--- src/rtl/rtc_pkg.sv ---
package rtc_pkg;

  localparam int FRAC_BITS = 16;
  localparam int ID_BITS   = 16;
  localparam int COORD_W   = 32;
  localparam int DIFF_W    = COORD_W + 1;
  localparam int MC_W      = 2 * DIFF_W + 2;
  localparam int ACC_W     = 104;
  localparam int NUM_W     = ACC_W + FRAC_BITS;
  localparam int DCNT_W    = $clog2(NUM_W);
  localparam int DIST_W    = 31;
  localparam int BARY_W    = 17;
  localparam int Q_W       = 32;
  localparam int NSTEPS    = 24;
  localparam int STEP_W    = $clog2(NSTEPS);
  localparam int BIT_W     = $clog2(DIFF_W);
  localparam int SEL_W     = 4;
  localparam int CFG_IDX_W = 3;
  localparam int QDEPTH    = 2;
  localparam int QPTR_W    = $clog2(QDEPTH);
  localparam int QCNT_W    = $clog2(QDEPTH + 1);

  localparam logic [Q_W-1:0] DIST_CAP = Q_W'((64'd1 << DIST_W) - 64'd1);
  localparam logic [Q_W-1:0] BARY_CAP = Q_W'((64'd1 << BARY_W) - 64'd1);

  localparam logic [CFG_IDX_W-1:0] CFG_ORIG_X = 3'd0;
  localparam logic [CFG_IDX_W-1:0] CFG_ORIG_Y = 3'd1;
  localparam logic [CFG_IDX_W-1:0] CFG_ORIG_Z = 3'd2;
  localparam logic [CFG_IDX_W-1:0] CFG_DIR_X  = 3'd3;
  localparam logic [CFG_IDX_W-1:0] CFG_DIR_Y  = 3'd4;
  localparam logic [CFG_IDX_W-1:0] CFG_DIR_Z  = 3'd5;

  // multiplicand pool: dir, s, p, q
  localparam logic [SEL_W-1:0] MC_DIR = 4'd0;
  localparam logic [SEL_W-1:0] MC_S   = 4'd3;
  localparam logic [SEL_W-1:0] MC_P   = 4'd6;
  localparam logic [SEL_W-1:0] MC_Q   = 4'd9;
  // multiplier pool: e1, e2, s, dir
  localparam logic [SEL_W-1:0] MP_E1  = 4'd0;
  localparam logic [SEL_W-1:0] MP_E2  = 4'd3;
  localparam logic [SEL_W-1:0] MP_S   = 4'd6;
  localparam logic [SEL_W-1:0] MP_DIR = 4'd9;
  // accumulation targets
  localparam logic [SEL_W-1:0] DST_P   = 4'd0;
  localparam logic [SEL_W-1:0] DST_Q   = 4'd3;
  localparam logic [SEL_W-1:0] DST_DET = 4'd6;
  localparam logic [SEL_W-1:0] DST_NT  = 4'd7;
  localparam logic [SEL_W-1:0] DST_NU  = 4'd8;
  localparam logic [SEL_W-1:0] DST_NV  = 4'd9;

  typedef struct packed {
    logic [COORD_W-1:0] vert0_x;
    logic [COORD_W-1:0] vert0_y;
    logic [COORD_W-1:0] vert0_z;
    logic [COORD_W-1:0] vert1_x;
    logic [COORD_W-1:0] vert1_y;
    logic [COORD_W-1:0] vert1_z;
    logic [COORD_W-1:0] vert2_x;
    logic [COORD_W-1:0] vert2_y;
    logic [COORD_W-1:0] vert2_z;
    logic [ID_BITS-1:0] tri_id;
    logic               end_of_search;
  } tri_in_t;

  typedef struct packed {
    logic               hit_found;
    logic               closer;
    logic               front_face;
    logic [DIST_W-1:0]  hit_distance;
    logic [BARY_W-1:0]  bary_u;
    logic [BARY_W-1:0]  bary_v;
    logic [DIST_W-1:0]  best_distance_out;
    logic [ID_BITS-1:0] best_id_out;
    logic               any_hit_out;
    logic               search_done;
  } hit_out_t;

  typedef struct packed {
    logic [2:0][DIFF_W-1:0] e1;
    logic [2:0][DIFF_W-1:0] e2;
    logic [2:0][DIFF_W-1:0] s;
    logic [ID_BITS-1:0]     id;
    logic                   last;
  } work_t;

  typedef struct packed {
    logic [SEL_W-1:0] mc_sel;
    logic [SEL_W-1:0] mp_sel;
    logic             neg;
    logic             last;
    logic [SEL_W-1:0] dst;
  } step_t;

  typedef enum logic [2:0] {
    B_IDLE, B_LOAD, B_MAC, B_NORM, B_CHECK, B_DIV_GO, B_DIV_WAIT, B_DONE
  } back_state_t;

  function automatic step_t mk(input logic [SEL_W-1:0] mc, input logic [SEL_W-1:0] mp,
                               input logic neg, input logic last,
                               input logic [SEL_W-1:0] dst);
    step_t r;
    r.mc_sel = mc;
    r.mp_sel = mp;
    r.neg    = neg;
    r.last   = last;
    r.dst    = dst;
    return r;
  endfunction

  // p = dir x e2, q = s x e1, det = p.e1, nt = q.e2, nu = p.s, nv = q.dir
  function automatic step_t step_rom(input logic [STEP_W-1:0] idx);
    step_t r;
    case (idx)
      5'd0:  r = mk(MC_DIR + 4'd1, MP_E2 + 4'd2, 1'b0, 1'b0, DST_P);
      5'd1:  r = mk(MC_DIR + 4'd2, MP_E2 + 4'd1, 1'b1, 1'b1, DST_P);
      5'd2:  r = mk(MC_DIR + 4'd2, MP_E2 + 4'd0, 1'b0, 1'b0, DST_P + 4'd1);
      5'd3:  r = mk(MC_DIR + 4'd0, MP_E2 + 4'd2, 1'b1, 1'b1, DST_P + 4'd1);
      5'd4:  r = mk(MC_DIR + 4'd0, MP_E2 + 4'd1, 1'b0, 1'b0, DST_P + 4'd2);
      5'd5:  r = mk(MC_DIR + 4'd1, MP_E2 + 4'd0, 1'b1, 1'b1, DST_P + 4'd2);
      5'd6:  r = mk(MC_S + 4'd1, MP_E1 + 4'd2, 1'b0, 1'b0, DST_Q);
      5'd7:  r = mk(MC_S + 4'd2, MP_E1 + 4'd1, 1'b1, 1'b1, DST_Q);
      5'd8:  r = mk(MC_S + 4'd2, MP_E1 + 4'd0, 1'b0, 1'b0, DST_Q + 4'd1);
      5'd9:  r = mk(MC_S + 4'd0, MP_E1 + 4'd2, 1'b1, 1'b1, DST_Q + 4'd1);
      5'd10: r = mk(MC_S + 4'd0, MP_E1 + 4'd1, 1'b0, 1'b0, DST_Q + 4'd2);
      5'd11: r = mk(MC_S + 4'd1, MP_E1 + 4'd0, 1'b1, 1'b1, DST_Q + 4'd2);
      5'd12: r = mk(MC_P + 4'd0, MP_E1 + 4'd0, 1'b0, 1'b0, DST_DET);
      5'd13: r = mk(MC_P + 4'd1, MP_E1 + 4'd1, 1'b0, 1'b0, DST_DET);
      5'd14: r = mk(MC_P + 4'd2, MP_E1 + 4'd2, 1'b0, 1'b1, DST_DET);
      5'd15: r = mk(MC_Q + 4'd0, MP_E2 + 4'd0, 1'b0, 1'b0, DST_NT);
      5'd16: r = mk(MC_Q + 4'd1, MP_E2 + 4'd1, 1'b0, 1'b0, DST_NT);
      5'd17: r = mk(MC_Q + 4'd2, MP_E2 + 4'd2, 1'b0, 1'b1, DST_NT);
      5'd18: r = mk(MC_P + 4'd0, MP_S + 4'd0, 1'b0, 1'b0, DST_NU);
      5'd19: r = mk(MC_P + 4'd1, MP_S + 4'd1, 1'b0, 1'b0, DST_NU);
      5'd20: r = mk(MC_P + 4'd2, MP_S + 4'd2, 1'b0, 1'b1, DST_NU);
      5'd21: r = mk(MC_Q + 4'd0, MP_DIR + 4'd0, 1'b0, 1'b0, DST_NV);
      5'd22: r = mk(MC_Q + 4'd1, MP_DIR + 4'd1, 1'b0, 1'b0, DST_NV);
      5'd23: r = mk(MC_Q + 4'd2, MP_DIR + 4'd2, 1'b0, 1'b1, DST_NV);
      default: r = mk(MC_DIR, MP_E1, 1'b0, 1'b0, DST_P);
    endcase
    return r;
  endfunction

endpackage

--- src/rtl/rtc_queue.sv ---
module rtc_queue import rtc_pkg::*; (
  input  logic  clk,
  input  logic  rst,
  input  logic  push,
  input  work_t din,
  output logic  full,
  input  logic  pop,
  output work_t dout,
  output logic  empty
);

  work_t               entries [QDEPTH];
  logic [QPTR_W-1:0]   wptr, rptr;
  logic [QCNT_W-1:0]   count;
  logic                do_push, do_pop;

  assign full    = count == QCNT_W'(QDEPTH);
  assign empty   = count == '0;
  assign do_push = push && !full;
  assign do_pop  = pop && !empty;
  assign dout    = entries[rptr];

  always_ff @(posedge clk) begin
    if (rst) begin
      wptr  <= '0;
      rptr  <= '0;
      count <= '0;
    end else begin
      if (do_push) wptr <= wptr + 1'b1;
      if (do_pop)  rptr <= rptr + 1'b1;
      if (do_push && !do_pop)      count <= count + 1'b1;
      else if (do_pop && !do_push) count <= count - 1'b1;
    end
  end

  always_ff @(posedge clk) begin
    if (do_push) entries[wptr] <= din;
  end

endmodule

--- config.mk ---
export PLATFORM = sky130hd
export DESIGN_NAME = rtc_queue
export DESIGN_NICKNAME = d
export VERILOG_FILES = /design/src/rtl/rtc_pkg.sv /design/src/rtl/rtc_queue.sv
export SDC_FILE = /design/constraint.sdc
export NUM_CORES = 1
export LEC_CHECK = 0
export BUFFER_PORTS_ARGS = -buffer_cell sky130_fd_sc_hd__buf_2
export CORE_AREA = 10 10 238 240
export CTS_BUF_LIST = sky130_fd_sc_hd__clkbuf_8
export CTS_CLUSTER_SIZE = 24
export DETAILED_ROUTE_END_ITERATION = 7
export DIE_AREA = 0 0 248 250
export HOLD_SLACK_MARGIN = 0.03
export PLACE_DENSITY = 0.69
export SYNTH_ARGS = -nofsm -noshare
export SYNTH_HDL_FRONTEND = slang
export SYNTH_SLANG_ARGS = --single-unit
export TNS_END_PERCENT = 20
--- constraint.sdc ---
create_clock -name clk -period 18.5 [get_ports clk]
set_input_delay 3.7 -clock clk [delete_from_list [all_inputs] [get_ports clk]]
set_output_delay 3.7 -clock clk [all_outputs]
set_load 0.03 [all_outputs]
==> flow_summary.toml <==
[run_status]
run_status = "completed"

[clocking]
cts_setup_buffers = 0
cts_made_buffers = 97
cts_root_buf = "clkbuf_8"
ctsHoldBuffers = 0
clock_latency_ns = 0.67
cts_resized = 0
path_clk_slew_ns = 0.06
cts_tree = "built"
cts_buffer_depth = 3
h-tree-depth = 3
cts.sinks = 633

[layout]
drive_gt1_share_pct = 60.13
layout.cells.non_filler = 2489
finalInstanceArea_sq_mm = 0.02946
fill_cells = 4025
seqCellArea_sq_mm = 0.01896
multi_input_area_sq_mm = 0.004622
area_growth_pct = 23.01
nets = 2030

[yosys]
syn_inst = 1002
synth-edff-count = 628
syn_avg_cell_area_sq_um = 23.90
synthesis.area_sq_mm = 0.02395
ys_types = 15
async_flop_share_pct = 0
yosys_warnings = 0
ys_seq_elements = 633
syn_nets = 1321
synth-main-ff-cell = "edfxtp_1"
ys_seq_area_share_pct = 79.16

[timing]
setup_viol = 0
period_needed_ns = 8.427
fin_skew_ns = 0.02245
setup_tns_ns = 0
relSlewSlack_pct = 24.53
final_max_slew_viol_count = 0
post-route-period-util_pct = 45.55
max_clock_freq_mhz = 118.7
tightest_slew_ns = 1.132
rsz0062_at_grt = "no"
hold_violations = 0
final.setup.worst_slack_ns = 10.07

[grt]
grt-ovfl-total = 0
grt_max_degree = 143
grt_pass1_vias = 12801
grt_pass1_wl_mm = 82.72
gr-usage-all-layers_pct = 18.09
antenna_found_initial = 28

[route]
via_count = 12019
wl_per_cell_microns = 23.27
wl_mm = 57.92
detail-route-antenna-nets = 0
viasPerCell = 4.829
remaining_drc_errors = 0
drt-initial-drc-count = 749
drt_first_pass_iters = 5

[critical_path]
cp_data_required_time_ns = 14.80
critical_path_class = "reg2out"
startpoint_type = "flip-flop"
cp_data_arrival_time_ns = 4.73
end_kind = "output port"
worstPathMaxFanout = 65

[pwr]
max-vdd-ir-drop_v = 0.0001076
powerDensity_mw_per_mm2 = 147.1
leakage_nw = 11.52

[die]
fp.coreArea_sq_mm = 0.05202
dieArea_sq_mm = 0.06200
pin_count = 634
fp.dieH_microns = 250
rows = 84
die_w_microns = 248
initial_utilization_pct = 46.03

[placement]
dp_hpwl_mm = 42.14
numPortBuffers = 633
preCtsSetupSlack_ns = 10.68
dpl-instance-area_sq_mm = 0.02772
place.gp.congestion = 0.7885
dp.cells = 2300

[run]
maxCapViolCount = 0

[min_path]
hold_class = "reg2reg"
==> report_power, final <==
group	total (mW)	leakage [nW]	switching, mW	internal, mW
clock network	1.02	0.946	0.501	0.517
registers	1.87	5.91	0.0686	1.81
logic	1.44	4.67	0.903	0.538
==> cells by family after synthesis <==
kind of cell	after synthesis	synth area share [%]
compound gates	5	0.1045
xor+xnor	3	0.1097
fa+ha+maj	1	0.05224
buf+inv	37	1.546
flops	633	79.16
mux	314	18.84
simple gates	9	0.1829
==> worst paths after layout <==
kind                                start               to  slack [ns]  cells after the start
worst min-delay path                 wptr             wptr        0.51                      2
worst max-delay path            flip-flop         dout[26]       10.07                      5
worst min register to register       wptr             wptr        0.51                      2
worst max register to register   count[0]  entries[0][110]       14.74                      5
==> state kept, by name, indices dropped and copies added, names as in the netlist, named ones only <==
name / count
entries: 628
wptr: 1
count: 2
rptr: 1
==> per-stage QoR <==
step / utilization [%] / power, mW / hold slack (ns)
2_1_floorplan: - / 3.046 / 0.4516
3_3_place_gp: 53.28 / 3.349 / 0.4712
3_5_place_dp: 53.28 / 3.368 / 0.4915
4_1_cts: 56.53 / 4.395 / 0.5110
5_1_grt: 56.60 / 4.524 / 0.5393
6_report: 56.62 / 4.334 / 0.5066
==> layer usage <==
metal,GRT usage (%),share of wire [%]
met1,18.96,35
met2,31.09,53
met3,7.018,9.4
met4,8.868,3.1
met5,0,0.22
==> layout make-up <==
cell class                      instances  area share (%)
Sequential cell                       633           64.37
Antenna cell                           20          0.1699
Clock buffer                           98           4.579
Multi-Input combinational cell        332           15.69
Timing Repair Buffer                  645           11.06
Clock inverter                         71           1.160
Inverter                                2         0.05097
Tap cell                              688           2.922
==> cells in the final DEF, fill, tap and decap left out <==
master	count
a21oi_1	2
and2_4	1
buf_2	633
buf_4	12
bufinv_16	2
clkbuf_8	98
clkinv_1	35
clkinv_2	5
clkinvlp_4	3
dfxtp_1	4
dfxtp_4	1
diode_2	20
edfxtp_1	628
ha_1	1
inv_1	26
inv_6	1
inv_8	1
mux2_2	54
mux2_4	260
nor2_1	5
nor2b_1	1
o21ai_0	3
or3_1	2
xor2_1	3
==> synth_stat cells (2+ instances only) <==
master,number,share of area [%]
a21oi_1,2,0.042
buf_2,5,0.10
buf_6,30,1.4
dfxtp_1,5,0.42
edfxtp_1,628,79
inv_1,2,0.031
mux2_2,54,2.5
mux2_4,260,16
nor2_1,5,0.078
o21ai_0,3,0.063
or3_1,2,0.052
xor2_1,3,0.11
==> worst max-delay path, cell delays in order, from the launching register on <==
cell and delay (ns):
dfxtp_4 1.05, buf_4 0.77, buf_4 0.72, buf_4 0.86, mux2_2 0.42, buf_2 0.18
Note: power is estimated with default switching activity, not from simulation.
