## config.mk

```make
export PLATFORM = sky130hd
export DESIGN_NAME = rtc_front
export DESIGN_NICKNAME = d
export VERILOG_FILES = /design/src/rtl/rtc_pkg.sv /design/src/rtl/rtc_front.sv
export SDC_FILE = /design/constraint.sdc
export NUM_CORES = 1
export LEC_CHECK = 0
export BUFFER_PORTS_ARGS = -buffer_cell sky130_fd_sc_hd__buf_4
export CAP_MARGIN = 15
export CORE_AREA = 5 5 290 292
export DETAILED_ROUTE_END_ITERATION = 16
export DIE_AREA = 0 0 295 297
export PLACE_DENSITY = 0.45
export SETUP_SLACK_MARGIN = 0.15
export SYNTH_ARGS = -nofsm -noshare
export SYNTH_HDL_FRONTEND = slang
export SYNTH_SLANG_ARGS = --single-unit
```

## constraint.sdc

```tcl
create_clock -name clk -period 11.5 [get_ports clk]
set_input_delay 3.45 -clock clk [delete_from_list [all_inputs] [get_ports clk]]
set_output_delay 3.45 -clock clk [all_outputs]
set_load 0.01 [all_outputs]
```

## src/rtl/rtc_pkg.sv

```systemverilog
package rtc_pkg;

  localparam int FRAC_BITS = 16;
  localparam int ID_BITS   = 16;
  localparam int COORD_W   = 32;
  localparam int DIFF_W    = COORD_W + 1;
  localparam int MC_W      = 2 * DIFF_W + 2;
  localparam int ACC_W     = 104;
  localparam int NUM_W     = ACC_W + FRAC_BITS;
  localparam int DCNT_W    = $clog2(NUM_W);
  localparam int DIST_W    = 31;
  localparam int BARY_W    = 17;
  localparam int Q_W       = 32;
  localparam int NSTEPS    = 24;
  localparam int STEP_W    = $clog2(NSTEPS);
  localparam int BIT_W     = $clog2(DIFF_W);
  localparam int SEL_W     = 4;
  localparam int CFG_IDX_W = 3;
  localparam int QDEPTH    = 2;
  localparam int QPTR_W    = $clog2(QDEPTH);
  localparam int QCNT_W    = $clog2(QDEPTH + 1);

  localparam logic [Q_W-1:0] DIST_CAP = Q_W'((64'd1 << DIST_W) - 64'd1);
  localparam logic [Q_W-1:0] BARY_CAP = Q_W'((64'd1 << BARY_W) - 64'd1);

  localparam logic [CFG_IDX_W-1:0] CFG_ORIG_X = 3'd0;
  localparam logic [CFG_IDX_W-1:0] CFG_ORIG_Y = 3'd1;
  localparam logic [CFG_IDX_W-1:0] CFG_ORIG_Z = 3'd2;
  localparam logic [CFG_IDX_W-1:0] CFG_DIR_X  = 3'd3;
  localparam logic [CFG_IDX_W-1:0] CFG_DIR_Y  = 3'd4;
  localparam logic [CFG_IDX_W-1:0] CFG_DIR_Z  = 3'd5;

  // multiplicand pool: dir, s, p, q
  localparam logic [SEL_W-1:0] MC_DIR = 4'd0;
  localparam logic [SEL_W-1:0] MC_S   = 4'd3;
  localparam logic [SEL_W-1:0] MC_P   = 4'd6;
  localparam logic [SEL_W-1:0] MC_Q   = 4'd9;
  // multiplier pool: e1, e2, s, dir
  localparam logic [SEL_W-1:0] MP_E1  = 4'd0;
  localparam logic [SEL_W-1:0] MP_E2  = 4'd3;
  localparam logic [SEL_W-1:0] MP_S   = 4'd6;
  localparam logic [SEL_W-1:0] MP_DIR = 4'd9;
  // accumulation targets
  localparam logic [SEL_W-1:0] DST_P   = 4'd0;
  localparam logic [SEL_W-1:0] DST_Q   = 4'd3;
  localparam logic [SEL_W-1:0] DST_DET = 4'd6;
  localparam logic [SEL_W-1:0] DST_NT  = 4'd7;
  localparam logic [SEL_W-1:0] DST_NU  = 4'd8;
  localparam logic [SEL_W-1:0] DST_NV  = 4'd9;

  typedef struct packed {
    logic [COORD_W-1:0] vert0_x;
    logic [COORD_W-1:0] vert0_y;
    logic [COORD_W-1:0] vert0_z;
    logic [COORD_W-1:0] vert1_x;
    logic [COORD_W-1:0] vert1_y;
    logic [COORD_W-1:0] vert1_z;
    logic [COORD_W-1:0] vert2_x;
    logic [COORD_W-1:0] vert2_y;
    logic [COORD_W-1:0] vert2_z;
    logic [ID_BITS-1:0] tri_id;
    logic               end_of_search;
  } tri_in_t;

  typedef struct packed {
    logic               hit_found;
    logic               closer;
    logic               front_face;
    logic [DIST_W-1:0]  hit_distance;
    logic [BARY_W-1:0]  bary_u;
    logic [BARY_W-1:0]  bary_v;
    logic [DIST_W-1:0]  best_distance_out;
    logic [ID_BITS-1:0] best_id_out;
    logic               any_hit_out;
    logic               search_done;
  } hit_out_t;

  typedef struct packed {
    logic [2:0][DIFF_W-1:0] e1;
    logic [2:0][DIFF_W-1:0] e2;
    logic [2:0][DIFF_W-1:0] s;
    logic [ID_BITS-1:0]     id;
    logic                   last;
  } work_t;

  typedef struct packed {
    logic [SEL_W-1:0] mc_sel;
    logic [SEL_W-1:0] mp_sel;
    logic             neg;
    logic             last;
    logic [SEL_W-1:0] dst;
  } step_t;

  typedef enum logic [2:0] {
    B_IDLE, B_LOAD, B_MAC, B_NORM, B_CHECK, B_DIV_GO, B_DIV_WAIT, B_DONE
  } back_state_t;

  function automatic step_t mk(input logic [SEL_W-1:0] mc, input logic [SEL_W-1:0] mp,
                               input logic neg, input logic last,
                               input logic [SEL_W-1:0] dst);
    step_t r;
    r.mc_sel = mc;
    r.mp_sel = mp;
    r.neg    = neg;
    r.last   = last;
    r.dst    = dst;
    return r;
  endfunction

  // p = dir x e2, q = s x e1, det = p.e1, nt = q.e2, nu = p.s, nv = q.dir
  function automatic step_t step_rom(input logic [STEP_W-1:0] idx);
    step_t r;
    case (idx)
      5'd0:  r = mk(MC_DIR + 4'd1, MP_E2 + 4'd2, 1'b0, 1'b0, DST_P);
      5'd1:  r = mk(MC_DIR + 4'd2, MP_E2 + 4'd1, 1'b1, 1'b1, DST_P);
      5'd2:  r = mk(MC_DIR + 4'd2, MP_E2 + 4'd0, 1'b0, 1'b0, DST_P + 4'd1);
      5'd3:  r = mk(MC_DIR + 4'd0, MP_E2 + 4'd2, 1'b1, 1'b1, DST_P + 4'd1);
      5'd4:  r = mk(MC_DIR + 4'd0, MP_E2 + 4'd1, 1'b0, 1'b0, DST_P + 4'd2);
      5'd5:  r = mk(MC_DIR + 4'd1, MP_E2 + 4'd0, 1'b1, 1'b1, DST_P + 4'd2);
      5'd6:  r = mk(MC_S + 4'd1, MP_E1 + 4'd2, 1'b0, 1'b0, DST_Q);
      5'd7:  r = mk(MC_S + 4'd2, MP_E1 + 4'd1, 1'b1, 1'b1, DST_Q);
      5'd8:  r = mk(MC_S + 4'd2, MP_E1 + 4'd0, 1'b0, 1'b0, DST_Q + 4'd1);
      5'd9:  r = mk(MC_S + 4'd0, MP_E1 + 4'd2, 1'b1, 1'b1, DST_Q + 4'd1);
      5'd10: r = mk(MC_S + 4'd0, MP_E1 + 4'd1, 1'b0, 1'b0, DST_Q + 4'd2);
      5'd11: r = mk(MC_S + 4'd1, MP_E1 + 4'd0, 1'b1, 1'b1, DST_Q + 4'd2);
      5'd12: r = mk(MC_P + 4'd0, MP_E1 + 4'd0, 1'b0, 1'b0, DST_DET);
      5'd13: r = mk(MC_P + 4'd1, MP_E1 + 4'd1, 1'b0, 1'b0, DST_DET);
      5'd14: r = mk(MC_P + 4'd2, MP_E1 + 4'd2, 1'b0, 1'b1, DST_DET);
      5'd15: r = mk(MC_Q + 4'd0, MP_E2 + 4'd0, 1'b0, 1'b0, DST_NT);
      5'd16: r = mk(MC_Q + 4'd1, MP_E2 + 4'd1, 1'b0, 1'b0, DST_NT);
      5'd17: r = mk(MC_Q + 4'd2, MP_E2 + 4'd2, 1'b0, 1'b1, DST_NT);
      5'd18: r = mk(MC_P + 4'd0, MP_S + 4'd0, 1'b0, 1'b0, DST_NU);
      5'd19: r = mk(MC_P + 4'd1, MP_S + 4'd1, 1'b0, 1'b0, DST_NU);
      5'd20: r = mk(MC_P + 4'd2, MP_S + 4'd2, 1'b0, 1'b1, DST_NU);
      5'd21: r = mk(MC_Q + 4'd0, MP_DIR + 4'd0, 1'b0, 1'b0, DST_NV);
      5'd22: r = mk(MC_Q + 4'd1, MP_DIR + 4'd1, 1'b0, 1'b0, DST_NV);
      5'd23: r = mk(MC_Q + 4'd2, MP_DIR + 4'd2, 1'b0, 1'b1, DST_NV);
      default: r = mk(MC_DIR, MP_E1, 1'b0, 1'b0, DST_P);
    endcase
    return r;
  endfunction

endpackage

```

## src/rtl/rtc_front.sv

```systemverilog
module rtc_front import rtc_pkg::*; (
  input  logic                       clk,
  input  logic                       rst,
  input  logic                       cfg_valid,
  output logic                       cfg_ready,
  input  logic [CFG_IDX_W-1:0]       cfg_index,
  input  logic [COORD_W-1:0]         cfg_data,
  input  tri_in_t                    tri_in,
  output work_t                      work,
  output logic [2:0][COORD_W-1:0]    dir
);

  logic [2:0][COORD_W-1:0] orig;
  logic [2:0][COORD_W-1:0] v0, v1, v2;

  assign cfg_ready = 1'b1;

  always_ff @(posedge clk) begin
    if (rst) begin
      orig <= '0;
      dir  <= '0;
    end else if (cfg_valid) begin
      case (cfg_index)
        CFG_ORIG_X: orig[0] <= cfg_data;
        CFG_ORIG_Y: orig[1] <= cfg_data;
        CFG_ORIG_Z: orig[2] <= cfg_data;
        CFG_DIR_X:  dir[0]  <= cfg_data;
        CFG_DIR_Y:  dir[1]  <= cfg_data;
        CFG_DIR_Z:  dir[2]  <= cfg_data;
        default: ;
      endcase
    end
  end

  assign v0 = {tri_in.vert0_z, tri_in.vert0_y, tri_in.vert0_x};
  assign v1 = {tri_in.vert1_z, tri_in.vert1_y, tri_in.vert1_x};
  assign v2 = {tri_in.vert2_z, tri_in.vert2_y, tri_in.vert2_x};

  // edges and origin offset, sign-extended by one bit so they never wrap
  always_comb begin
    for (int k = 0; k < 3; k++) begin
      work.e1[k] = {v1[k][COORD_W-1], v1[k]} - {v0[k][COORD_W-1], v0[k]};
      work.e2[k] = {v2[k][COORD_W-1], v2[k]} - {v0[k][COORD_W-1], v0[k]};
      work.s[k]  = {orig[k][COORD_W-1], orig[k]} - {v0[k][COORD_W-1], v0[k]};
    end
    work.id   = tri_in.tri_id;
    work.last = tri_in.end_of_search;
  end

endmodule

```

==> flow_metrics.py, run 1 <==
metrics = {
    "run_status": {
        "status": "finished clean",
    },
    "layout": {
        "syn_to_final_growth_pct": 32.4,
        "drive_above_1_share_pct": 22.8,
        "layout.nets": 4210,
        "final_common_cell": "buf_4",
        "final_cell_mix": "723 x buf_4, 525 x nand2_1, 418 x a21oi_1, 288 x ha_1, 192 x dfxtp_1",
    },
    "clocking": {
        "cts-root-buf": "clkbuf_16",
        "htreeDepth": 4,
        "cts_setup_buffers": 0,
        "clkSlewWorstSetupHoldPaths_ps": 70,
        "cts_tree": "yes",
        "cts_buffer_depth": 2,
        "ctsResizeCount": 0,
        "postCtsHoldBufs": 0,
        "clk-insertion-delay-late_ps": 480,
        "cts-buffers-inserted": 17,
        "cts_sinks": 192,
    },
    "setup_path": {
        "cp_slowest_cell": "a211oi_1",
        "r2r_start": "orig[61]",
        "end_kind": "output port",
        "cp_max_fo": 4,
        "critical_path.cell_chain": "buf_4 -> ha_1 -> fa_1 -> nand2b_1 -> a21oi_1 -> o21ai_1 -> a211o_1 -> a21oi_1 -> nand4_1 -> a211oi_1 -> nor4_1 -> nand3b_1 -> buf_4",
        "critPathRequiredTime_ps": 8050,
        "r2r_cells": 2,
        "critPathMaxStageDelay_ps": 510,
        "r2r-end": "orig[61]",
        "critical_path_class": "input pin to output port",
        "worst_ep_arrival_time_ps": 6680,
        "rrSetupSlack_ps": 10720,
        "crit_path_start_kind": "input pin",
    },
    "flow_run": {
        "drv_cap": 0,
    },
    "sta": {
        "fin_crit_ps": 10130,
        "setup_violations": 0,
        "fin_crit_sh_pct": 88.1,
        "tightestPinTransition_ps": 1050,
        "slew_viol_final": 0,
        "skew_ps": 0,
        "hold_slack_ps": 456,
        "fin_tns_setup_ps": 0,
        "relSlewSlack_pct": 30.2,
        "fmax_mhz": 98.7,
        "hold_viol": 0,
        "rsz0062_at_grt": "false",
    },
    "floorplan": {
        "dieWidth_um": 295,
        "die_area_um2": 87600,
        "start_util_pct": 26.2,
        "io-pin-count": 754,
        "core_area_um2": 81300,
        "die_y_um": 297,
        "rows": 105,
    },
    "worst_hold_path": {
        "worstHoldPathType": "register to register",
        "hold_path_depth": 2,
        "worstHoldStart": "dir[85]",
        "hold_end": "dir[85]",
    },
    "detailed_routing": {
        "via_count": 23219,
        "viasPerCell": 4.99,
        "routed_wl_um": 101000,
        "post_drt_wl_per_cell_um": 21.7,
        "antenna_left": 0,
        "drcViolationCount": 0,
        "firstDrtPassIters": 5,
        "first_iter_violations": 1201,
    },
    "synthesis": {
        "yosysWarnings": 0,
        "syn_nets": 3576,
        "synth_area_per_cell_um2": 7.26,
        "netlist_instances": 2936,
        "synth_edf_count": 0,
        "synth.distinct_cells": 95,
        "async_reset_ff_share_pct": 0,
        "ys.flop_type": "dfxtp_1",
        "ys_ff_latch": 192,
        "yosysSeqAreaShare_pct": 18.0,
        "syn_area_um2": 21300,
    },
    "grt": {
        "grt_max_degree": 77,
        "grtUsageMet3_pct": 5.44,
        "grt.total_usage_pct": 21.8,
        "first_global_vias": 22801,
        "grt_overflow": 0,
        "antenna_found_initial": 6,
        "globalRouteMet1Util_pct": 26.1,
        "grt_util_met2_pct": 39.6,
        "top_usage_layer": "met2",
        "grt_pass1_wl_um": 146000,
    },
    "place": {
        "port_buffers": 718,
        "gp_congestion": 0.913,
        "dp_hpwl_um": 83300,
    },
    "power": {
        "vdd_drop_max_uv": 109,
        "total_leakage_power_nw": 13.5,
        "p_total_mw": 2.67,
        "power_density_nw_per_um2": 94.7,
    },
}
==> metal layers <==
metal	up-vias	share of wire, %
met1	10780	41
met5	-	0
li1	11693	-
met4	0	1.6
met2	670	50
met3	76	7.1
==> synthesized netlist by cell type, drive strengths merged, types with 7 or more instances <==
cell type  number  share of area (%)
nand2         525                9.3
a21oi         426                 10
ha            288                 17
dfxtp         192                 18
inv           181                3.2
xnor2         168                6.9
nor2          149                2.6
a21o          141                5.0
o21ai         129                3.1
clkbuf         88                1.6
xor2           69                2.8
o21a           50                1.8
nand3          46                1.1
nor2b          42                1.3
nor3           42                1.0
nand2b         38                1.1
nand4          30               0.88
a211oi         29                1.2
a31oi          27               0.95
and3           24               0.70
o21bai         24               0.85
buf            21               0.69
o211ai         16               0.56
o31ai          16               0.61
o31a           15               0.62
and2           10               0.29
fa              9               0.85
a211o           8               0.33
a21boi          7               0.25
or2             7               0.21
or3             7               0.21
==> worst max-delay path, delay by kind of cell <==
| family | cells | cell delay (ps) |
|---|---|---|
| buffers and inverters | 2 | 280 |
| AOI/OAI and AO/OA | 5 | 1570 |
| adders and majority gates | 2 | 630 |
| and+or+nand+nor | 4 | 750 |
==> report_power, final <==
| group | internal (mW) | switching, mW |
|---|---|---|
| logic | 0.616 | 0.753 |
| clock network | 0.311 | 0.303 |
| registers | 0.678 | 0.00958 |
==> cell families after synthesis <==
kind of cell / after synthesis / synth area share (%)
AOI/OAI and AO/OA: 966 / 29.0
adders and majority gates: 297 / 17.8
muxes: 2 / 0.0940
xor gates and xnor gates: 237 / 9.74
other: 1 / 0.0176
DFF: 192 / 18.0
buffers and inverters: 290 / 5.43
and+or+nand+nor: 951 / 19.9
==> cell type report <==
cell class	count	area (µm²)
timing repair buffer	724	5440
antenna	1	2.50
sequential	192	3840
clock buffer	20	457
tap	1070	1340
clock inverter	11	108
multi-input combinational	2454	16300
fill	8867	53100
inverter	181	679
==> sequential cells by signal, indices dropped and copies added, names as in the netlist <==
| signal | count |
|---|---|
| orig | 96 |
| dir | 96 |
==> how the worst max path moves through the flow <==
| stage | endpoint | slack, ps | startpoint | depth (start not counted) |
|---|---|---|---|---|
| after floorplan | work[177] | 2220 | tri_in[49] | 12 |
| after global placement | work[115] | 1490 | tri_in[209] | 13 |
| after detailed placement | work[214] | 1490 | tri_in[209] | 13 |
| after CTS | work[214] | 1470 | tri_in[209] | 13 |
| after global routing | work[179] | 1190 | tri_in[49] | 14 |
| final | work[179] | 1370 | tri_in[241] | 13 |
==> through the flow <==
step	std cells	utilization, %	instance area (µm²)	worst slack (ps)
3_5_place_dp	4621	34.0	27600	1490
5_1_grt	4652	34.7	28200	1190
6_report	4653	34.7	28200	1370
4_1_cts	4652	34.7	28200	1470
3_3_place_gp	4621	34.0	27600	1490
2_1_floorplan	2936	-	21300	2220
Power figures use the tool's default switching activity.
==> run 2: changes to the inputs <==
--- a/config.mk
+++ b/config.mk
@@ -7,11 +7,14 @@
 export LEC_CHECK = 0
 export BUFFER_PORTS_ARGS = -buffer_cell sky130_fd_sc_hd__buf_4
 export CAP_MARGIN = 15
-export CORE_AREA = 5 5 290 292
+export CELL_PAD_IN_SITES_DETAIL_PLACEMENT = 2
+export CELL_PAD_IN_SITES_GLOBAL_PLACEMENT = 2
+export CORE_AREA = 5 5 289 291
 export DETAILED_ROUTE_END_ITERATION = 16
-export DIE_AREA = 0 0 295 297
-export PLACE_DENSITY = 0.45
+export DIE_AREA = 0 0 294 296
+export PLACE_DENSITY = 0.76
 export SETUP_SLACK_MARGIN = 0.15
+export SLEW_MARGIN = 20
 export SYNTH_ARGS = -nofsm -noshare
 export SYNTH_HDL_FRONTEND = slang
 export SYNTH_SLANG_ARGS = --single-unit
==> flow_metrics.py, run 2 (synthesized netlist as in run 1, its figures left out) <==
metrics = {
    "setup_path": {
        "r2r-end": "dir[71]",
        "r2r_start": "dir[71]",
        "worst_ep_arrival_time_ps": 6590,
        "rrSetupSlack_ps": 10690,
        "r2r_cells": 2,
        "end_kind": "output port",
        "critical_path_class": "input pin to output port",
        "cp_max_fo": 4,
        "crit_path_start_kind": "input pin",
        "critPathRequiredTime_ps": 8050,
    },
    "floorplan": {
        "dieWidth_um": 294,
        "rows": 104,
        "die_y_um": 296,
        "start_util_pct": 26.5,
        "io-pin-count": 754,
        "core_area_um2": 80300,
        "die_area_um2": 87000,
    },
    "flow_run": {
        "drv_cap": 0,
    },
    "detailed_routing": {
        "met2_wirelength_um": 55100,
        "drcViolationCount": 0,
        "top_layer": "met5",
        "viasPerCell": 5.19,
        "post_drt_wl_per_cell_um": 23.6,
        "firstDrtPassIters": 5,
        "met3_length_um": 6230,
        "drt-met1-wl_um": 46000,
        "first_iter_violations": 786,
        "antenna_left": 0,
        "routed_wl_um": 110000,
        "via_count": 24152,
    },
    "worst_hold_path": {
        "worstHoldPathType": "register to register",
        "hold_path_depth": 2,
        "worstHoldStart": "dir[14]",
        "hold_end": "dir[14]",
    },
    "clocking": {
        "cts_tree": "yes",
        "clkSlewWorstSetupHoldPaths_ps": 70,
        "cts_setup_buffers": 0,
        "htreeDepth": 4,
        "cts-root-buf": "clkbuf_16",
        "cts-buffers-inserted": 17,
        "postCtsHoldBufs": 0,
        "ctsResizeCount": 0,
        "cts_sinks": 192,
        "cts_buffer_depth": 2,
        "clk-insertion-delay-late_ps": 490,
    },
    "layout": {
        "final_common_cell": "buf_4",
        "fillerInstances": 9591,
        "reg_top3": "dir (96), orig (96)",
        "drive_above_1_share_pct": 23.0,
        "layout.nets": 4213,
        "syn_to_final_growth_pct": 32.6,
        "layout.cells.non_filler": 4651,
        "final_cell_mix": "726 x buf_4, 525 x nand2_1, 418 x a21oi_1, 288 x ha_1, 192 x dfxtp_1",
    },
    "power": {
        "p_int_mw": 1.61,
        "p_seq_share_pct": 25.3,
        "comb_power_share_pct": 51.3,
        "switchingPower_mw": 1.11,
        "total_leakage_power_nw": 13.5,
        "swShare_pct": 40.9,
        "clkPwrFrac_pct": 23.5,
        "vdd_drop_max_uv": 114,
        "power_density_nw_per_um2": 96.3,
    },
    "sta": {
        "fin_tns_setup_ps": 0,
        "fin_crit_sh_pct": 87.3,
        "rsz0062_at_grt": "false",
        "hold_viol": 0,
        "skew_ps": 0,
        "slew_viol_final": 0,
        "fin_crit_ps": 10040,
        "relSlewSlack_pct": 26.6,
        "fmax_mhz": 99.6,
        "setup_violations": 0,
        "tightestPinTransition_ps": 1100,
    },
    "grt": {
        "grt.total_usage_pct": 23.9,
        "grt_max_degree": 78,
        "grt_pass1_wl_um": 161000,
        "first_global_vias": 25988,
        "antenna_found_initial": 10,
        "grt_overflow": 0,
    },
    "place": {
        "dp_hpwl_um": 92300,
        "gp_congestion": 0.927,
        "port_buffers": 718,
        "dp_cells": 4614,
    },
    "run_status": {
        "status": "finished clean",
    },
}
==> run 2: worst max-delay path: stages <==
cell and delay [ps]:
buf_4 120, ha_1 230, fa_1 420, nand2b_1 180, a21oi_1 200, o21ai_1 160
a211o_1 310, a21oi_1 340, nand4_1 280, a211oi_1 480, nor4_1 90, nand3b_1 170
buf_4 160
==> run 2: stage by stage <==
| step | cell area [µm²] | setup slack (ps) | util (%) | total power [mW] | hold WS [ps] |
|---|---|---|---|---|---|
| 4_1_cts | 28200 | 1470 | 35.2 | 2.76 | 461 |
| 2_1_floorplan | 21300 | 2220 | - | 1.44 | 436 |
| 5_1_grt | 28200 | 1160 | 35.2 | 2.89 | 479 |
| 6_report | 28200 | 1460 | 35.2 | 2.72 | 458 |
| 3_3_place_gp | 27600 | 1550 | 34.4 | 2.09 | 444 |
| 3_5_place_dp | 27600 | 1500 | 34.4 | 2.10 | 451 |
==> run 2: layer usage <==
layer	vias up	GRT usage, %
li1	11652	-
met5	-	0
met1	11858	28.1
met4	6	5.68
met2	525	44.0
met3	111	5.65
==> run 2: worst max-delay path by stage <==
stage	startpoint	endpoint	slack, ps	cells past startpoint
floorplan	tri_in[49]	work[177]	2220	12
global placement	tri_in[209]	work[115]	1550	13
CTS	tri_in[241]	work[179]	1470	13
finish	tri_in[241]	work[179]	1460	13
global route	tri_in[241]	work[179]	1160	13
detailed placement	tri_in[241]	work[179]	1500	13
==> run 2: power by group through the flow <==
stage | Sequential, mW | Clock, mW | Combinational [mW]
finish | 0.688 | 0.638 | 1.39
global route | 0.689 | 0.686 | 1.51
CTS | 0.688 | 0.662 | 1.41
detailed placement | 0.703 | 0 | 1.40
global placement | 0.703 | 0 | 1.38
floorplan | 0.703 | 0 | 0.739
==> run 2: final cells by class <==
cell class	instances	area, µm²	area share, %
clock inverter	15	173	0.611
antenna	5	12.5	0.0443
clock buffer	17	425	1.51
multi-input combinational	2454	16300	57.8
inverter	181	679	2.41
timing repair buffer	727	5460	19.3
sequential	192	3840	13.6
tap	1060	1330	4.70
